<file path="src/ewfp_pkg.sv">
`timescale 1ns / 1ps

package ewfp_pkg;

   // fixed-point layout
   localparam int FRAC_BITS      = 16;
   localparam int MAX_FILL_STEPS = 1024;
   localparam int STEP_W         = $clog2(MAX_FILL_STEPS + 1);
   localparam int AVG_W          = 28;
   localparam int SCORE_W        = 48;
   localparam int Q_SHIFT        = 16;
   localparam int RATIO_SHIFT    = FRAC_BITS + 8;
   localparam int UP_SHIFT       = (FRAC_BITS >= 16) ? FRAC_BITS - 16 : 0;
   localparam int DOWN_SHIFT     = (FRAC_BITS >= 16) ? 0 : 16 - FRAC_BITS;
   localparam int NEG_LEVEL_INT  = ((1 << FRAC_BITS) + 5) / 10;
   localparam logic [AVG_W-1:0] NEG_LEVEL = AVG_W'(NEG_LEVEL_INT);
   localparam logic [33:0] GAP_SLACK_MS = 34'd100;

   // shared multiplier: 48-bit operands, one 16-bit digit of b per cycle
   localparam int OPND_W    = 48;
   localparam int DIGIT_W   = 16;
   localparam int PART_W    = OPND_W + DIGIT_W;
   localparam int PROD_W    = 2 * OPND_W;
   localparam int DIG_CNT_W = $clog2(OPND_W / DIGIT_W + 1);

   // request fields
   localparam int OP_W    = 2;
   localparam int TIME_W  = 32;
   localparam int WATTS_W = 12;

   // configuration port
   localparam int CSR_ADDR_W = 5;
   localparam int CSR_DATA_W = 32;

   typedef enum logic [OP_W-1:0] {
      OP_START  = 2'd0,
      OP_SAMPLE = 2'd1,
      OP_FINISH = 2'd2
   } op_type;

   typedef enum logic [2:0] {
      REG_INTERVAL   = 3'd0,
      REG_DECAY      = 3'd1,
      REG_NEW_WEIGHT = 3'd2,
      REG_POINTS     = 3'd3,
      REG_INV_THRESH = 3'd4
   } reg_index_type;

   typedef struct packed {
      logic [15:0] interval_ms;
      logic [15:0] decay_q16;
      logic [15:0] new_weight_q16;
      logic [23:0] points_per_interval_q16;
      logic [23:0] inverse_threshold_q24;
   } cfg_type;

   typedef struct packed {
      logic                 start;
      logic [OPND_W-1:0]    a;
      logic [OPND_W-1:0]    b;
      logic [DIG_CNT_W-1:0] digits;
   } mul_req_type;

   typedef struct packed {
      logic              done;
      logic [PROD_W-1:0] product;
   } mul_rsp_type;

   // product >> 16, clipped to 48 bits
   function automatic logic [SCORE_W-1:0] sat_q16(input logic [PROD_W-1:0] p);
      logic clip;
      clip = |p[PROD_W-1:Q_SHIFT+SCORE_W];
      return clip ? {SCORE_W{1'b1}} : p[Q_SHIFT +: SCORE_W];
   endfunction

   function automatic logic clip_q16(input logic [PROD_W-1:0] p);
      return |p[PROD_W-1:Q_SHIFT+SCORE_W];
   endfunction

endpackage

</file>
<file path="src/ewfp_if.sv">
`timescale 1ns / 1ps

interface ewfp_req_if import ewfp_pkg::*; ();
   logic               valid;
   logic               ready;
   logic [OP_W-1:0]    operation;
   logic [TIME_W-1:0]  sample_time_ms;
   logic [WATTS_W-1:0] sample_watts;

   modport source (output valid, output operation, output sample_time_ms,
                   output sample_watts, input ready);
   modport sink   (input valid, input operation, input sample_time_ms,
                   input sample_watts, output ready);
endinterface

interface ewfp_rsp_if import ewfp_pkg::*; ();
   logic               valid;
   logic               ready;
   logic [SCORE_W-1:0] score_q16;
   logic [AVG_W-1:0]   average_power_q16;
   logic               saturated;

   modport source (output valid, output score_q16, output average_power_q16,
                   output saturated, input ready);
   modport sink   (input valid, input score_q16, input average_power_q16,
                   input saturated, output ready);
endinterface

</file>
<file path="src/ewfp_mul.sv">
`timescale 1ns / 1ps

module ewfp_mul import ewfp_pkg::*; (
   input  logic        clock,
   input  logic        reset,
   input  mul_req_type req,
   output mul_rsp_type rsp
);

   logic [OPND_W-1:0]    a_ff, a_in;
   logic [OPND_W-1:0]    b_ff, b_in;
   logic [DIG_CNT_W-1:0] dig_ff, dig_in;
   logic                 run_ff, run_in;
   logic                 done_ff, done_in;
   logic [PROD_W-1:0]    prod_ff, prod_in;

   logic [DIGIT_W-1:0]   digit;
   logic [PART_W-1:0]    partial;
   logic [PROD_W-1:0]    prod_next;

   // most significant digit first: prod = prod * 2^16 + a * digit
   always_comb begin
      digit     = b_ff[dig_ff*DIGIT_W +: DIGIT_W];
      partial   = PART_W'(a_ff) * PART_W'(digit);
      prod_next = {prod_ff[PROD_W-DIGIT_W-1:0], {DIGIT_W{1'b0}}}
                + {{(PROD_W-PART_W){1'b0}}, partial};
   end

   always_comb begin
      a_in    = a_ff;
      b_in    = b_ff;
      dig_in  = dig_ff;
      run_in  = run_ff;
      done_in = 1'b0;
      prod_in = prod_ff;
      if (req.start) begin
         a_in    = req.a;
         b_in    = req.b;
         dig_in  = req.digits - DIG_CNT_W'(1);
         run_in  = 1'b1;
         prod_in = '0;
      end else if (run_ff) begin
         prod_in = prod_next;
         if (dig_ff == '0) begin
            run_in  = 1'b0;
            done_in = 1'b1;
         end else begin
            dig_in = dig_ff - DIG_CNT_W'(1);
         end
      end
   end

   always_ff @(posedge clock) begin
      a_ff    <= a_in;
      b_ff    <= b_in;
      dig_ff  <= dig_in;
      prod_ff <= prod_in;
      if (reset) begin
         run_ff  <= 1'b0;
         done_ff <= 1'b0;
      end else begin
         run_ff  <= run_in;
         done_ff <= done_in;
      end
   end

   assign rsp.done    = done_ff;
   assign rsp.product = prod_ff;

endmodule

</file>
<file path="src/ewfp_csr.sv">
`timescale 1ns / 1ps

module ewfp_csr import ewfp_pkg::*; (
   input  logic                  clock,
   input  logic                  reset,
   input  logic                  csr_psel,
   input  logic                  csr_penable,
   input  logic                  csr_pwrite,
   input  logic [CSR_ADDR_W-1:0] csr_paddr,
   input  logic [CSR_DATA_W-1:0] csr_pwdata,
   output logic [CSR_DATA_W-1:0] csr_prdata,
   output logic                  csr_pready,
   output cfg_type               cfg
);

   cfg_type    cfg_ff, cfg_in;
   logic       wr_en;
   logic [2:0] index;

   assign index      = csr_paddr[CSR_ADDR_W-1:2];
   assign wr_en      = csr_psel & csr_penable & csr_pwrite;
   assign csr_pready = 1'b1;

   always_comb begin
      cfg_in = cfg_ff;
      if (wr_en) begin
         case (index)
            REG_INTERVAL:   cfg_in.interval_ms             = csr_pwdata[15:0];
            REG_DECAY:      cfg_in.decay_q16               = csr_pwdata[15:0];
            REG_NEW_WEIGHT: cfg_in.new_weight_q16          = csr_pwdata[15:0];
            REG_POINTS:     cfg_in.points_per_interval_q16 = csr_pwdata[23:0];
            REG_INV_THRESH: cfg_in.inverse_threshold_q24   = csr_pwdata[23:0];
            default: ;
         endcase
      end
   end

   always_comb begin
      case (index)
         REG_INTERVAL:   csr_prdata = {16'd0, cfg_ff.interval_ms};
         REG_DECAY:      csr_prdata = {16'd0, cfg_ff.decay_q16};
         REG_NEW_WEIGHT: csr_prdata = {16'd0, cfg_ff.new_weight_q16};
         REG_POINTS:     csr_prdata = {8'd0, cfg_ff.points_per_interval_q16};
         REG_INV_THRESH: csr_prdata = {8'd0, cfg_ff.inverse_threshold_q24};
         default:        csr_prdata = '0;
      endcase
   end

   always_ff @(posedge clock) begin
      if (reset) begin
         cfg_ff.interval_ms             <= 16'd1000;
         cfg_ff.decay_q16               <= 16'd63015;
         cfg_ff.new_weight_q16          <= 16'd2521;
         cfg_ff.points_per_interval_q16 <= 24'd1820;
         cfg_ff.inverse_threshold_q24   <= 24'd67109;
      end else begin
         cfg_ff <= cfg_in;
      end
   end

   assign cfg = cfg_ff;

endmodule

</file>
<file path="src/ewfp_seq.sv">
`timescale 1ns / 1ps

module ewfp_seq import ewfp_pkg::*; (
   input  logic        clock,
   input  logic        reset,
   input  cfg_type     cfg,
   ewfp_req_if.sink    req_ch,
   ewfp_rsp_if.source  rsp_ch,
   output mul_req_type mreq,
   input  mul_rsp_type mrsp
);

   typedef enum logic [3:0] {
      ST_IDLE,
      ST_CHECK,
      ST_DECAY,
      ST_DECAY_WAIT,
      ST_TERM,
      ST_TERM_WAIT,
      ST_RATIO,
      ST_RATIO_WAIT,
      ST_R2,
      ST_R2_WAIT,
      ST_R4,
      ST_R4_WAIT,
      ST_PTS,
      ST_PTS_WAIT,
      ST_ACC,
      ST_OUT
   } state_type;

   state_type          state_ff, state_in;
   logic [OP_W-1:0]    op_ff, op_in;
   logic [TIME_W-1:0]  time_ff, time_in;
   logic [WATTS_W-1:0] watts_ff, watts_in;
   logic [STEP_W-1:0]  steps_ff, steps_in;
   logic               own_ff, own_in;
   logic [AVG_W-1:0]   w_ff, w_in;
   logic [TIME_W-1:0]  last_ff, last_in;
   logic [SCORE_W-1:0] score_ff, score_in;
   logic               ovf_ff, ovf_in;
   logic [OPND_W-1:0]  tmp_ff, tmp_in;
   mul_req_type        mreq_ff, mreq_in;
   logic               rsp_valid_ff, rsp_valid_in;
   logic [SCORE_W-1:0] rsp_score_ff, rsp_score_in;
   logic [AVG_W-1:0]   rsp_avg_ff, rsp_avg_in;
   logic               rsp_sat_ff, rsp_sat_in;

   logic [33:0]        gap_limit;
   logic               gap_open;
   logic               fill_more;
   logic [63:0]        term;
   logic [64:0]        avg_sum;
   logic [SCORE_W:0]   acc_sum;

   always_comb begin
      gap_limit = {2'b0, last_ff} + {18'b0, cfg.interval_ms} + GAP_SLACK_MS;
      gap_open  = ({2'b0, time_ff} > gap_limit) || (op_ff == OP_FINISH);
      fill_more = (steps_ff < STEP_W'(MAX_FILL_STEPS)) && (w_ff > NEG_LEVEL) && gap_open;
      term      = (mrsp.product[63:0] << UP_SHIFT) >> DOWN_SHIFT;
      avg_sum   = {{(65-AVG_W){1'b0}}, w_ff} + {1'b0, term};
      acc_sum   = {1'b0, score_ff} + {1'b0, tmp_ff};
   end

   always_comb begin
      state_in     = state_ff;
      op_in        = op_ff;
      time_in      = time_ff;
      watts_in     = watts_ff;
      steps_in     = steps_ff;
      own_in       = own_ff;
      w_in         = w_ff;
      last_in      = last_ff;
      score_in     = score_ff;
      ovf_in       = ovf_ff;
      tmp_in       = tmp_ff;
      mreq_in      = mreq_ff;
      mreq_in.start = 1'b0;
      rsp_valid_in = rsp_valid_ff & ~rsp_ch.ready;
      rsp_score_in = rsp_score_ff;
      rsp_avg_in   = rsp_avg_ff;
      rsp_sat_in   = rsp_sat_ff;

      case (state_ff)
         ST_IDLE: begin
            if (req_ch.valid) begin
               op_in    = req_ch.operation;
               time_in  = req_ch.sample_time_ms;
               watts_in = req_ch.sample_watts;
               steps_in = '0;
               case (req_ch.operation)
                  OP_START: begin
                     w_in     = '0;
                     last_in  = '0;
                     score_in = '0;
                     ovf_in   = 1'b0;
                     state_in = ST_OUT;
                  end
                  OP_SAMPLE, OP_FINISH: state_in = ST_CHECK;
                  default:              state_in = ST_OUT;
               endcase
            end
         end
         ST_CHECK: begin
            if (fill_more) begin
               own_in   = 1'b0;
               state_in = ST_DECAY;
            end else if (op_ff == OP_SAMPLE) begin
               own_in   = 1'b1;
               state_in = ST_DECAY;
            end else begin
               state_in = ST_OUT;
            end
         end
         ST_DECAY: begin
            mreq_in.start  = 1'b1;
            mreq_in.a      = {{(OPND_W-AVG_W){1'b0}}, w_ff};
            mreq_in.b      = {{(OPND_W-16){1'b0}}, cfg.decay_q16};
            mreq_in.digits = DIG_CNT_W'(1);
            state_in       = ST_DECAY_WAIT;
         end
         ST_DECAY_WAIT: begin
            if (mrsp.done) begin
               w_in = mrsp.product[Q_SHIFT +: AVG_W];
               if (own_ff) begin
                  state_in = ST_TERM;
               end else begin
                  last_in  = last_ff + {16'b0, cfg.interval_ms};
                  steps_in = steps_ff + STEP_W'(1);
                  state_in = ST_RATIO;
               end
            end
         end
         ST_TERM: begin
            mreq_in.start  = 1'b1;
            mreq_in.a      = {{(OPND_W-16){1'b0}}, cfg.new_weight_q16};
            mreq_in.b      = {{(OPND_W-WATTS_W){1'b0}}, watts_ff};
            mreq_in.digits = DIG_CNT_W'(1);
            state_in       = ST_TERM_WAIT;
         end
         ST_TERM_WAIT: begin
            if (mrsp.done) begin
               w_in     = (|avg_sum[64:AVG_W]) ? {AVG_W{1'b1}} : avg_sum[AVG_W-1:0];
               last_in  = time_ff;
               state_in = ST_RATIO;
            end
         end
         ST_RATIO: begin
            mreq_in.start  = 1'b1;
            mreq_in.a      = {{(OPND_W-AVG_W){1'b0}}, w_ff};
            mreq_in.b      = {{(OPND_W-24){1'b0}}, cfg.inverse_threshold_q24};
            mreq_in.digits = DIG_CNT_W'(2);
            state_in       = ST_RATIO_WAIT;
         end
         ST_RATIO_WAIT: begin
            if (mrsp.done) begin
               tmp_in   = mrsp.product[RATIO_SHIFT +: OPND_W];
               state_in = ST_R2;
            end
         end
         ST_R2: begin
            mreq_in.start  = 1'b1;
            mreq_in.a      = tmp_ff;
            mreq_in.b      = tmp_ff;
            mreq_in.digits = DIG_CNT_W'(3);
            state_in       = ST_R2_WAIT;
         end
         ST_R2_WAIT: begin
            if (mrsp.done) begin
               tmp_in   = sat_q16(mrsp.product);
               ovf_in   = ovf_ff | clip_q16(mrsp.product);
               state_in = ST_R4;
            end
         end
         ST_R4: begin
            mreq_in.start  = 1'b1;
            mreq_in.a      = tmp_ff;
            mreq_in.b      = tmp_ff;
            mreq_in.digits = DIG_CNT_W'(3);
            state_in       = ST_R4_WAIT;
         end
         ST_R4_WAIT: begin
            if (mrsp.done) begin
               tmp_in   = sat_q16(mrsp.product);
               ovf_in   = ovf_ff | clip_q16(mrsp.product);
               state_in = ST_PTS;
            end
         end
         ST_PTS: begin
            mreq_in.start  = 1'b1;
            mreq_in.a      = tmp_ff;
            mreq_in.b      = {{(OPND_W-24){1'b0}}, cfg.points_per_interval_q16};
            mreq_in.digits = DIG_CNT_W'(2);
            state_in       = ST_PTS_WAIT;
         end
         ST_PTS_WAIT: begin
            if (mrsp.done) begin
               tmp_in   = sat_q16(mrsp.product);
               ovf_in   = ovf_ff | clip_q16(mrsp.product);
               state_in = ST_ACC;
            end
         end
         ST_ACC: begin
            if (acc_sum[SCORE_W]) begin
               score_in = {SCORE_W{1'b1}};
               ovf_in   = 1'b1;
            end else begin
               score_in = acc_sum[SCORE_W-1:0];
            end
            // the sample's own interval ends the request; gap steps loop back
            state_in = own_ff ? ST_OUT : ST_CHECK;
         end
         ST_OUT: begin
            if (!rsp_valid_ff || rsp_ch.ready) begin
               rsp_valid_in = 1'b1;
               rsp_score_in = score_ff;
               rsp_avg_in   = w_ff;
               rsp_sat_in   = ovf_ff;
               state_in     = ST_IDLE;
            end
         end
         default: state_in = ST_IDLE;
      endcase
   end

   always_ff @(posedge clock) begin
      op_ff        <= op_in;
      time_ff      <= time_in;
      watts_ff     <= watts_in;
      steps_ff     <= steps_in;
      own_ff       <= own_in;
      tmp_ff       <= tmp_in;
      mreq_ff      <= mreq_in;
      rsp_score_ff <= rsp_score_in;
      rsp_avg_ff   <= rsp_avg_in;
      rsp_sat_ff   <= rsp_sat_in;
      if (reset) begin
         state_ff      <= ST_IDLE;
         w_ff          <= '0;
         last_ff       <= '0;
         score_ff      <= '0;
         ovf_ff        <= 1'b0;
         mreq_ff.start <= 1'b0;
         rsp_valid_ff  <= 1'b0;
      end else begin
         state_ff     <= state_in;
         w_ff         <= w_in;
         last_ff      <= last_in;
         score_ff     <= score_in;
         ovf_ff       <= ovf_in;
         rsp_valid_ff <= rsp_valid_in;
      end
   end

   assign mreq                     = mreq_ff;
   assign req_ch.ready             = (state_ff == ST_IDLE);
   assign rsp_ch.valid             = rsp_valid_ff;
   assign rsp_ch.score_q16         = rsp_score_ff;
   assign rsp_ch.average_power_q16 = rsp_avg_ff;
   assign rsp_ch.saturated         = rsp_sat_ff;

endmodule

</file>
<file path="src/ewma_fourth_power_score_core.sv">
`timescale 1ns / 1ps

// Weighted fourth-power score engine. Each request (start, sample or finish)
// yields exactly one response holding the score, the weighted average power
// and the sticky saturation flag. All arithmetic runs through one shared
// 48x16 multiplier that takes one 16-bit digit of its second operand per
// cycle; the sequencer steps through decay, the new-sample term (a sample's own
// interval only), ratio, square, fourth power and points in turn. Every gap or
// tail interval filled runs these steps again, up to 1024 intervals per
// request. A request is taken only while the sequencer is idle; a finished
// response sits in an output register, so the next request can be taken
// before it is collected.
module ewma_fourth_power_score_core import ewfp_pkg::*; (
   input  logic                  clock,
   input  logic                  reset,
   ewfp_req_if.sink              req_ch,
   ewfp_rsp_if.source            rsp_ch,
   input  logic                  csr_psel,
   input  logic                  csr_penable,
   input  logic                  csr_pwrite,
   input  logic [CSR_ADDR_W-1:0] csr_paddr,
   input  logic [CSR_DATA_W-1:0] csr_pwdata,
   output logic [CSR_DATA_W-1:0] csr_prdata,
   output logic                  csr_pready
);

   cfg_type     cfg;
   mul_req_type mreq;
   mul_rsp_type mrsp;

   ewfp_csr u_csr (
      .clock       (clock),
      .reset       (reset),
      .csr_psel    (csr_psel),
      .csr_penable (csr_penable),
      .csr_pwrite  (csr_pwrite),
      .csr_paddr   (csr_paddr),
      .csr_pwdata  (csr_pwdata),
      .csr_prdata  (csr_prdata),
      .csr_pready  (csr_pready),
      .cfg         (cfg)
   );

   ewfp_mul u_mul (
      .clock (clock),
      .reset (reset),
      .req   (mreq),
      .rsp   (mrsp)
   );

   ewfp_seq u_seq (
      .clock  (clock),
      .reset  (reset),
      .cfg    (cfg),
      .req_ch (req_ch),
      .rsp_ch (rsp_ch),
      .mreq   (mreq),
      .mrsp   (mrsp)
   );

endmodule

</file>
<file path="src/flat_wrapper.sv">
// flat-port wrapper written by rule: the top's interface ports become plain ports
module ewma_fourth_power_score_core_flat import ewfp_pkg::*;
  (clock, reset, csr_psel, csr_penable, csr_pwrite, csr_paddr, csr_pwdata, csr_prdata, csr_pready, req_ch_valid, req_ch_operation, req_ch_sample_time_ms, req_ch_sample_watts, req_ch_ready, rsp_ch_valid, rsp_ch_score_q16, rsp_ch_average_power_q16, rsp_ch_saturated, rsp_ch_ready);
  ewfp_req_if req_ch_i ();
  ewfp_rsp_if rsp_ch_i ();
  input  logic clock;
  input  logic reset;
  input  logic csr_psel;
  input  logic csr_penable;
  input  logic csr_pwrite;
  input  logic [CSR_ADDR_W-1:0] csr_paddr;
  input  logic [CSR_DATA_W-1:0] csr_pwdata;
  output logic [CSR_DATA_W-1:0] csr_prdata;
  output logic csr_pready;
  input wire logic [$bits(req_ch_i.valid)-1:0] req_ch_valid;
  input wire logic [$bits(req_ch_i.operation)-1:0] req_ch_operation;
  input wire logic [$bits(req_ch_i.sample_time_ms)-1:0] req_ch_sample_time_ms;
  input wire logic [$bits(req_ch_i.sample_watts)-1:0] req_ch_sample_watts;
  output wire logic [$bits(req_ch_i.ready)-1:0] req_ch_ready;
  output wire logic [$bits(rsp_ch_i.valid)-1:0] rsp_ch_valid;
  output wire logic [$bits(rsp_ch_i.score_q16)-1:0] rsp_ch_score_q16;
  output wire logic [$bits(rsp_ch_i.average_power_q16)-1:0] rsp_ch_average_power_q16;
  output wire logic [$bits(rsp_ch_i.saturated)-1:0] rsp_ch_saturated;
  input wire logic [$bits(rsp_ch_i.ready)-1:0] rsp_ch_ready;
  assign req_ch_i.valid = req_ch_valid;
  assign req_ch_i.operation = req_ch_operation;
  assign req_ch_i.sample_time_ms = req_ch_sample_time_ms;
  assign req_ch_i.sample_watts = req_ch_sample_watts;
  assign req_ch_ready = req_ch_i.ready;
  assign rsp_ch_valid = rsp_ch_i.valid;
  assign rsp_ch_score_q16 = rsp_ch_i.score_q16;
  assign rsp_ch_average_power_q16 = rsp_ch_i.average_power_q16;
  assign rsp_ch_saturated = rsp_ch_i.saturated;
  assign rsp_ch_i.ready = rsp_ch_ready;
  ewma_fourth_power_score_core u_core (.clock(clock), .reset(reset), .req_ch(req_ch_i), .rsp_ch(rsp_ch_i), .csr_psel(csr_psel), .csr_penable(csr_penable), .csr_pwrite(csr_pwrite), .csr_paddr(csr_paddr), .csr_pwdata(csr_pwdata), .csr_prdata(csr_prdata), .csr_pready(csr_pready));
endmodule
</file>
<file path="config.mk">
export PLATFORM = sky130hd
export DESIGN_NAME = ewma_fourth_power_score_core_flat
export DESIGN_NICKNAME = d
export VERILOG_FILES = /design/src/ewfp_pkg.sv /design/src/ewfp_if.sv /design/src/ewfp_mul.sv /design/src/ewfp_csr.sv /design/src/ewfp_seq.sv /design/src/ewma_fourth_power_score_core.sv /design/src/flat_wrapper.sv
export SDC_FILE = /design/constraint.sdc
export NUM_CORES = 2
export LEC_CHECK = 0
export CAP_MARGIN = 20
export CELL_PAD_IN_SITES_DETAIL_PLACEMENT = 1
export CELL_PAD_IN_SITES_GLOBAL_PLACEMENT = 2
export CORE_UTILIZATION = 42
export CTS_CLUSTER_DIAMETER = 150
export DETAILED_ROUTE_END_ITERATION = 8
export DONT_BUFFER_PORTS = 1
export PLACE_DENSITY = 0.8
export SLEW_MARGIN = 10
export SYNTH_ARGS = -nofsm -noshare
export SYNTH_HDL_FRONTEND = slang
export SYNTH_SLANG_ARGS = --single-unit
</file>
<file path="constraint.sdc">
create_clock -name clock -period 9.4 [get_ports clock]
set_input_delay 2.82 -clock clock [delete_from_list [all_inputs] [get_ports clock]]
set_output_delay 2.82 -clock clock [all_outputs]
set_load 0.03 [all_outputs]
</file>
---- Yosys cells after proc, flatten, opt, wreduce, memory -nomap -nowiden ----
Cells that the tools add are included.
storage, ports and cells
  input port bits ......................... 90
  word-level logic and storage cells ...... 180
  output and inout port bits .............. 112
  bits in registers ....................... 688
cells by class
  equal/unequal tests ..................... 36
  reduce and logical (&&, ||, !) cells .... 39
  multipliers ............................. 1
  $lt $le $gt $ge ......................... 3
  bitwise logic cells ..................... 6
  muxes and demuxes ....................... 55
  $add $sub $neg .......................... 9
  shift operators ......................... 1
operators with widths
  operator                 count
  $pmux W99 S5             1
  $mux W48                 6
  $pmux W48 S2             2
  $mux W32                 5
  $mux W28                 5
  $pmux W24 S5             1
  $add A96 B64 Y96         1
  $pmux W32 S3             1
  $pmux W28 S3             1
  $add A28 B64 Y65         1
  $mul A48 B16 Y64         1
  $pmux W4 S16             1
  $add A48 B48 Y49         1
  $mux W4                  12
  $shiftx A48 B7 Y16       1
  $reduce_or A37 Y1        1
  $add A34 B7 Y34 const B  1
  $gt A32 B34 Y1           1
  $add A32 B16 Y33         1
  $mux W11                 3
  $add A32 B16 Y32         1
  $eq A4 B4 Y1 const B     8
  $reduce_or A32 Y1        1
  $gt A28 B13 Y1 const B   1
  other kinds (37)         92

---- Longest topological paths before layout ----
  depth after elaboration ................. 7
  mapped depth ............................ 31
  gate-level depth less buffers ........... 26

---- By module ----
A second synthesis with hierarchy kept.
unflattened totals
  cells, all modules ...................... 6851
  area total of the unflattened synthesis .. 62752.7 um^2
by module, submodules not included
  module    sequential area each (um^2)  area an instance (um^2)  cells an instance  times used
  ewfp_mul  4904.7                       33998.9                  3844               1
  ewfp_seq  10740.3                      24124.4                  2541               1
  ewfp_csr  1921.8                       4629.4                   466                1

---- Worst setup path after synthesis ----
OpenSTA, ideal clock, no wires.
  kind .................................... input to register
  start point ............................. input port rsp_ch_ready
  end point ............................... register u_core.u_seq.rsp_avg_ff[0], in the netlist u_core.u_seq.rsp_ch.average_power_q16[0], enable pin
  stages .................................. 2
  data required time ...................... 8793 ps
  arrival time ............................ 8090 ps
  setup time .............................. 607 ps
  path buffers ............................ 0
  slack ................................... 703 ps
  cells stage by stage .................... nor2b_1 -> nor3_1
on the way
  cells in the longest elaborated chain, start to end .. 2
ends and longest elaborated chain
  element                             line                source
  start, declared                     flat_wrapper.sv:24  input wire logic [$bits(rsp_ch_i.ready)-1:0] rsp_ch_ready;
  $logic_or A1 B1 Y1                  ewfp_seq.sv:214     if (!rsp_valid_ff || rsp_ch.ready) begin
  $reduce_and A2 Y1 (no source line)  n/a
  end signal, assigned                ewfp_seq.sv:235     rsp_avg_ff <= rsp_avg_in;
  end, declared                       ewfp_seq.sv:46      logic [AVG_W-1:0] rsp_avg_ff, rsp_avg_in;
No other way between the ends.
A chain may end at the register's enable or synchronous reset.

---- Worst setup path after layout ----
  start point ............................. register u_core.u_mul.dig_ff[0]
  end point ............................... register u_core.u_mul.prod_ff[78]
on the way
  cells in the longest elaborated chain, start to end .. 3
ends and longest elaborated chain
  element                 line            source
  start, declared         ewfp_mul.sv:12  logic [DIG_CNT_W-1:0] dig_ff, dig_in;
  start signal, assigned  ewfp_mul.sv:56  dig_ff <= dig_in;
  $shiftx A48 B7 Y16      ewfp_mul.sv:23  digit = b_ff[dig_ff*DIGIT_W +: DIGIT_W];
  $mul A48 B16 Y64        ewfp_mul.sv:24  partial = PART_W'(a_ff) * PART_W'(digit);
  $add A96 B64 Y96        ewfp_mul.sv:26  + {{(PROD_W-PART_W){1'b0}}, partial};
  end signal, assigned    ewfp_mul.sv:57  prod_ff <= prod_in;
  end, declared           ewfp_mul.sv:15  logic [PROD_W-1:0] prod_ff, prod_in;
No other way between the ends.

==> impl.org <==
** Worst setup path
- Type of the worst setup path :: register to register
- Element type at the critical path end :: register
- The worst setup path is launched from a register.
- Worst path most repeated cell :: fa_1
- For the worst setup path, the data arrival time is 9.52 ns.
- The number of buffers and inverters on the critical path is 6.
- Launch point of the worst reg-to-reg path :: u_core.u_mul.dig_ff[0]
- For the worst setup path, the data required time is 9.95 ns.
- CP delay by family, top :: adder cells
- The largest individual stage delay along the critical path comes from the cell o22ai_4.
- Of all nets on the critical path, the largest fanout is 23.
- For this run, the slowest stage of the critical path takes 0.74 ns.
- In this run the worst setup path begins at u_core.u_mul.dig_ff[0].
- The worst register-to-register path has a setup slack of 0.43 ns.

** Synthesis
- Ys async rst share :: 0%
- Sequential element share of the synthesized area :: 28.9%
- EDFF count, synth :: 379
- Number of register bits inferred by synthesis :: 688
- Count of cell types in the netlist :: 105
- Cell area after synthesis :: 60900 um2
- Synthesis produced between 6000 and 7000 cells.
- For this run, the number of Yosys warnings is 0.
- Average footprint of a synthesized cell :: 9.15 um2
- Most used flip-flop cell after synthesis :: edfxtp_1

** Detailed routing
- Number of nets with antenna violations after detailed routing :: 0
- # DRC :: 4
- The detailed router placed 47800 vias in this run.
- Count of routing violations after the opening detailed-route iteration :: 3398
- After detailed routing, the average wire length per cell comes to 24.3 um.
- Wire length reported by the detailed router :: 204000 um
- Ratio of routed vias to standard cells :: 5.69
- The first detailed-routing pass ran for 9 iterations.

** STA
- Sum of negative setup slack :: 0 ns
- Final hold violation count :: 0
- Static timing analysis puts the maximum clock frequency at 0.112 GHz.
- Final critical-path required period :: between 8 and 9 ns
- Worst clock skew :: around 0.038 ns
- For the pin with the worst max-slew slack, the measured transition is about 1.1 ns.
- On the final layout, the worst hold slack is 0.415 ns.
- Setup repair after global routing left no endpoint under its margin.
- Final critical-path share of the clock period :: between 90% and 100%
- Final max-slew violation count :: 0
- Tightest slew margin relative to the limit :: 23.8%
- Setup violations remaining at the end of the flow were counted as 0.

** Global routing
- Total global routing track utilization :: 28.1%
- Global routing finished with a remaining overflow of 0.
- Entering global routing, the biggest net connects roughly 220 pins.
- The number of antenna violations at the first check in global routing was 7.
- First-pass GRT wire length :: 315000 um
- The number of global-route vias before repair is roughly 51000.

** CTS
- Clock sink count :: 688
- TritonCTS built the clock tree.
- After clock tree synthesis, the clock-pin slew on the worst setup and hold paths is roughly 0.070 ns.
- Number of clock buffers inserted by TritonCTS :: 73
- In this run the number of H-tree levels came out at 3.
- Buffers inserted to repair hold after CTS numbered 0.
- Number of buffers inserted by post-CTS setup repair :: 0
- Number of cells upsized or downsized after cts :: 0
- Buffer cell driving the clock tree root :: clkbuf_16
- Clk Latency, worst-skew pair :: roughly 0.65 ns
- The longest clock path from root to sink contains 3 buffers.

** Hold path
- The path class of the tightest hold or removal check is register to register.
- Start point of the worst min-delay path :: u_core.u_seq.mreq[28]

** Outcome
- The flow ran to the end, but the final reports show violations.
- Failing checks :: DRC

** Layout
- Cells with a size suffix above 1 make up 4.90% of the layout.
- After the last flow step, the layout net total stands at ~7500.
- Non-filler cells, final :: 8394
- Post-Route Utilization :: between 40% and 50%
- Layout area overhead :: 7.33%

** Floorplanning
- 202 I/O pins were placed.
- Die span in y :: 383 um
- # rows :: 139
- The total area inside the core boundary comes to approximately 140000 um2.
- Die Area :: 146000 um2
- Effective utilization at floorplan :: 42.4%
- Die X :: roughly 380 um

** Placement
- Count of port buffers added during placement :: 0
- Number of placed instances with taps included :: 8256
- At the end of routability-driven placement, the weighted congestion stood at approximately 0.93.
- Final HPWL DP :: about 150000 um

** Job
- Max Cap Violations :: 0
state kept, by name, indices dropped and copies added (netlist names), 48 cells and up:
register                       flops
u_core.u_mul.b_ff                 48
u_core.u_seq.mreq                 99
u_core.u_seq.tmp_ff               48
u_core.u_mul.a_ff                 48
u_core.u_mul.prod_ff              96
u_core.u_csr.cfg                  96
u_core.u_seq.score_ff             48
u_core.u_seq.rsp_ch.score_q16     48
per-layer routing:
metal	global-route usage, %	vias to the layer above	wire, um
li1	-	21600	-
met5	0	-	27
met3	4.13	269	12100
met2	45.8	1256	95600
met1	38.2	24600	89900
met4	9.32	4	6780
per-stage QoR:
stage / cell area (um2) / worst slack (ns)
after floorplan: 60900 / 0.703
after global placement: 62800 / 0.606
after detailed placement: 62800 / 0.534
after CTS: 65300 / 0.502
after global routing: 65300 / 0.0885
final: 65300 / 0.431
cell type report:
| cell class | count | area, um2 |
|---|---|---|
| diodes | 3 | 7.51 |
| clock buffers | 98 | 2050 |
| multi-input cells | 4672 | 38700 |
| fillers | 16500 | 78300 |
| well taps | 1903 | 2380 |
| inverters | 901 | 3380 |
| repair buffers | 94 | 896 |
| flip-flops and latches | 688 | 17600 |
| clock inverters | 35 | 368 |
kinds of logic after synthesis:
kind of cell               count (synthesis)  synth area share (%)
xor gates and xnor gates                 205                  2.95
adders and majority gates                972                  28.5
AOI/OAI and AO/OA                       1217                  13.1
buffers and inverters                   1299                  8.11
other                                      2                0.0123
muxes                                     88                  1.49
and+or+nand+nor                         2181                  16.9
DFF                                      688                  28.9
cell usage after synthesis, types with 98 or more instances:
cell	count	area share [%]
ha_1	279	5.7
a211oi_1	124	1.5
inv_1	901	5.6
fa_1	693	23
xnor2_1	121	1.7
and2_1	315	3.2
nand2_1	980	6.0
o21ai_0	205	1.7
clkbuf_1	360	2.2
nor2_1	339	2.1
dfxtp_1	309	10
edfxtp_1	379	19
nand3_1	112	0.92
a21oi_1	366	3.0
a22oi_1	98	1.2
final timing paths:
kind / depth (start not counted) / endpoint
worst max-delay path: 26 / u_core.u_mul.prod_ff[78]
worst min register to register: 0 / u_core.u_mul.b_ff[26]
worst max register to register: 26 / u_core.u_mul.prod_ff[78]
worst min-delay path: 0 / u_core.u_mul.b_ff[26]
placed cells by master (no fill, tap or decap), drive strengths merged, types with 25 or more instances in the layout:
master / n
and2: 317
o21a: 32
a22oi: 98
or3: 27
buf: 94
nand3: 113
xor2: 84
a211oi: 128
edfxtp: 379
nor2: 339
ha: 279
clkbuf: 98
nor4: 30
nand3b: 35
a21o: 94
inv: 906
mux2i: 67
nand4: 69
o21bai: 25
a31oi: 26
nand2: 980
fa: 693
o22ai: 31
nand2b: 28
nor3: 94
o21ai: 211
nor2b: 41
and3: 40
xnor2: 121
dfxtp: 309
a21oi: 366
Power is left out: the tool's default activity adds up to more than one toggle a clock period on the data nets, which glitch-free logic cannot reach.
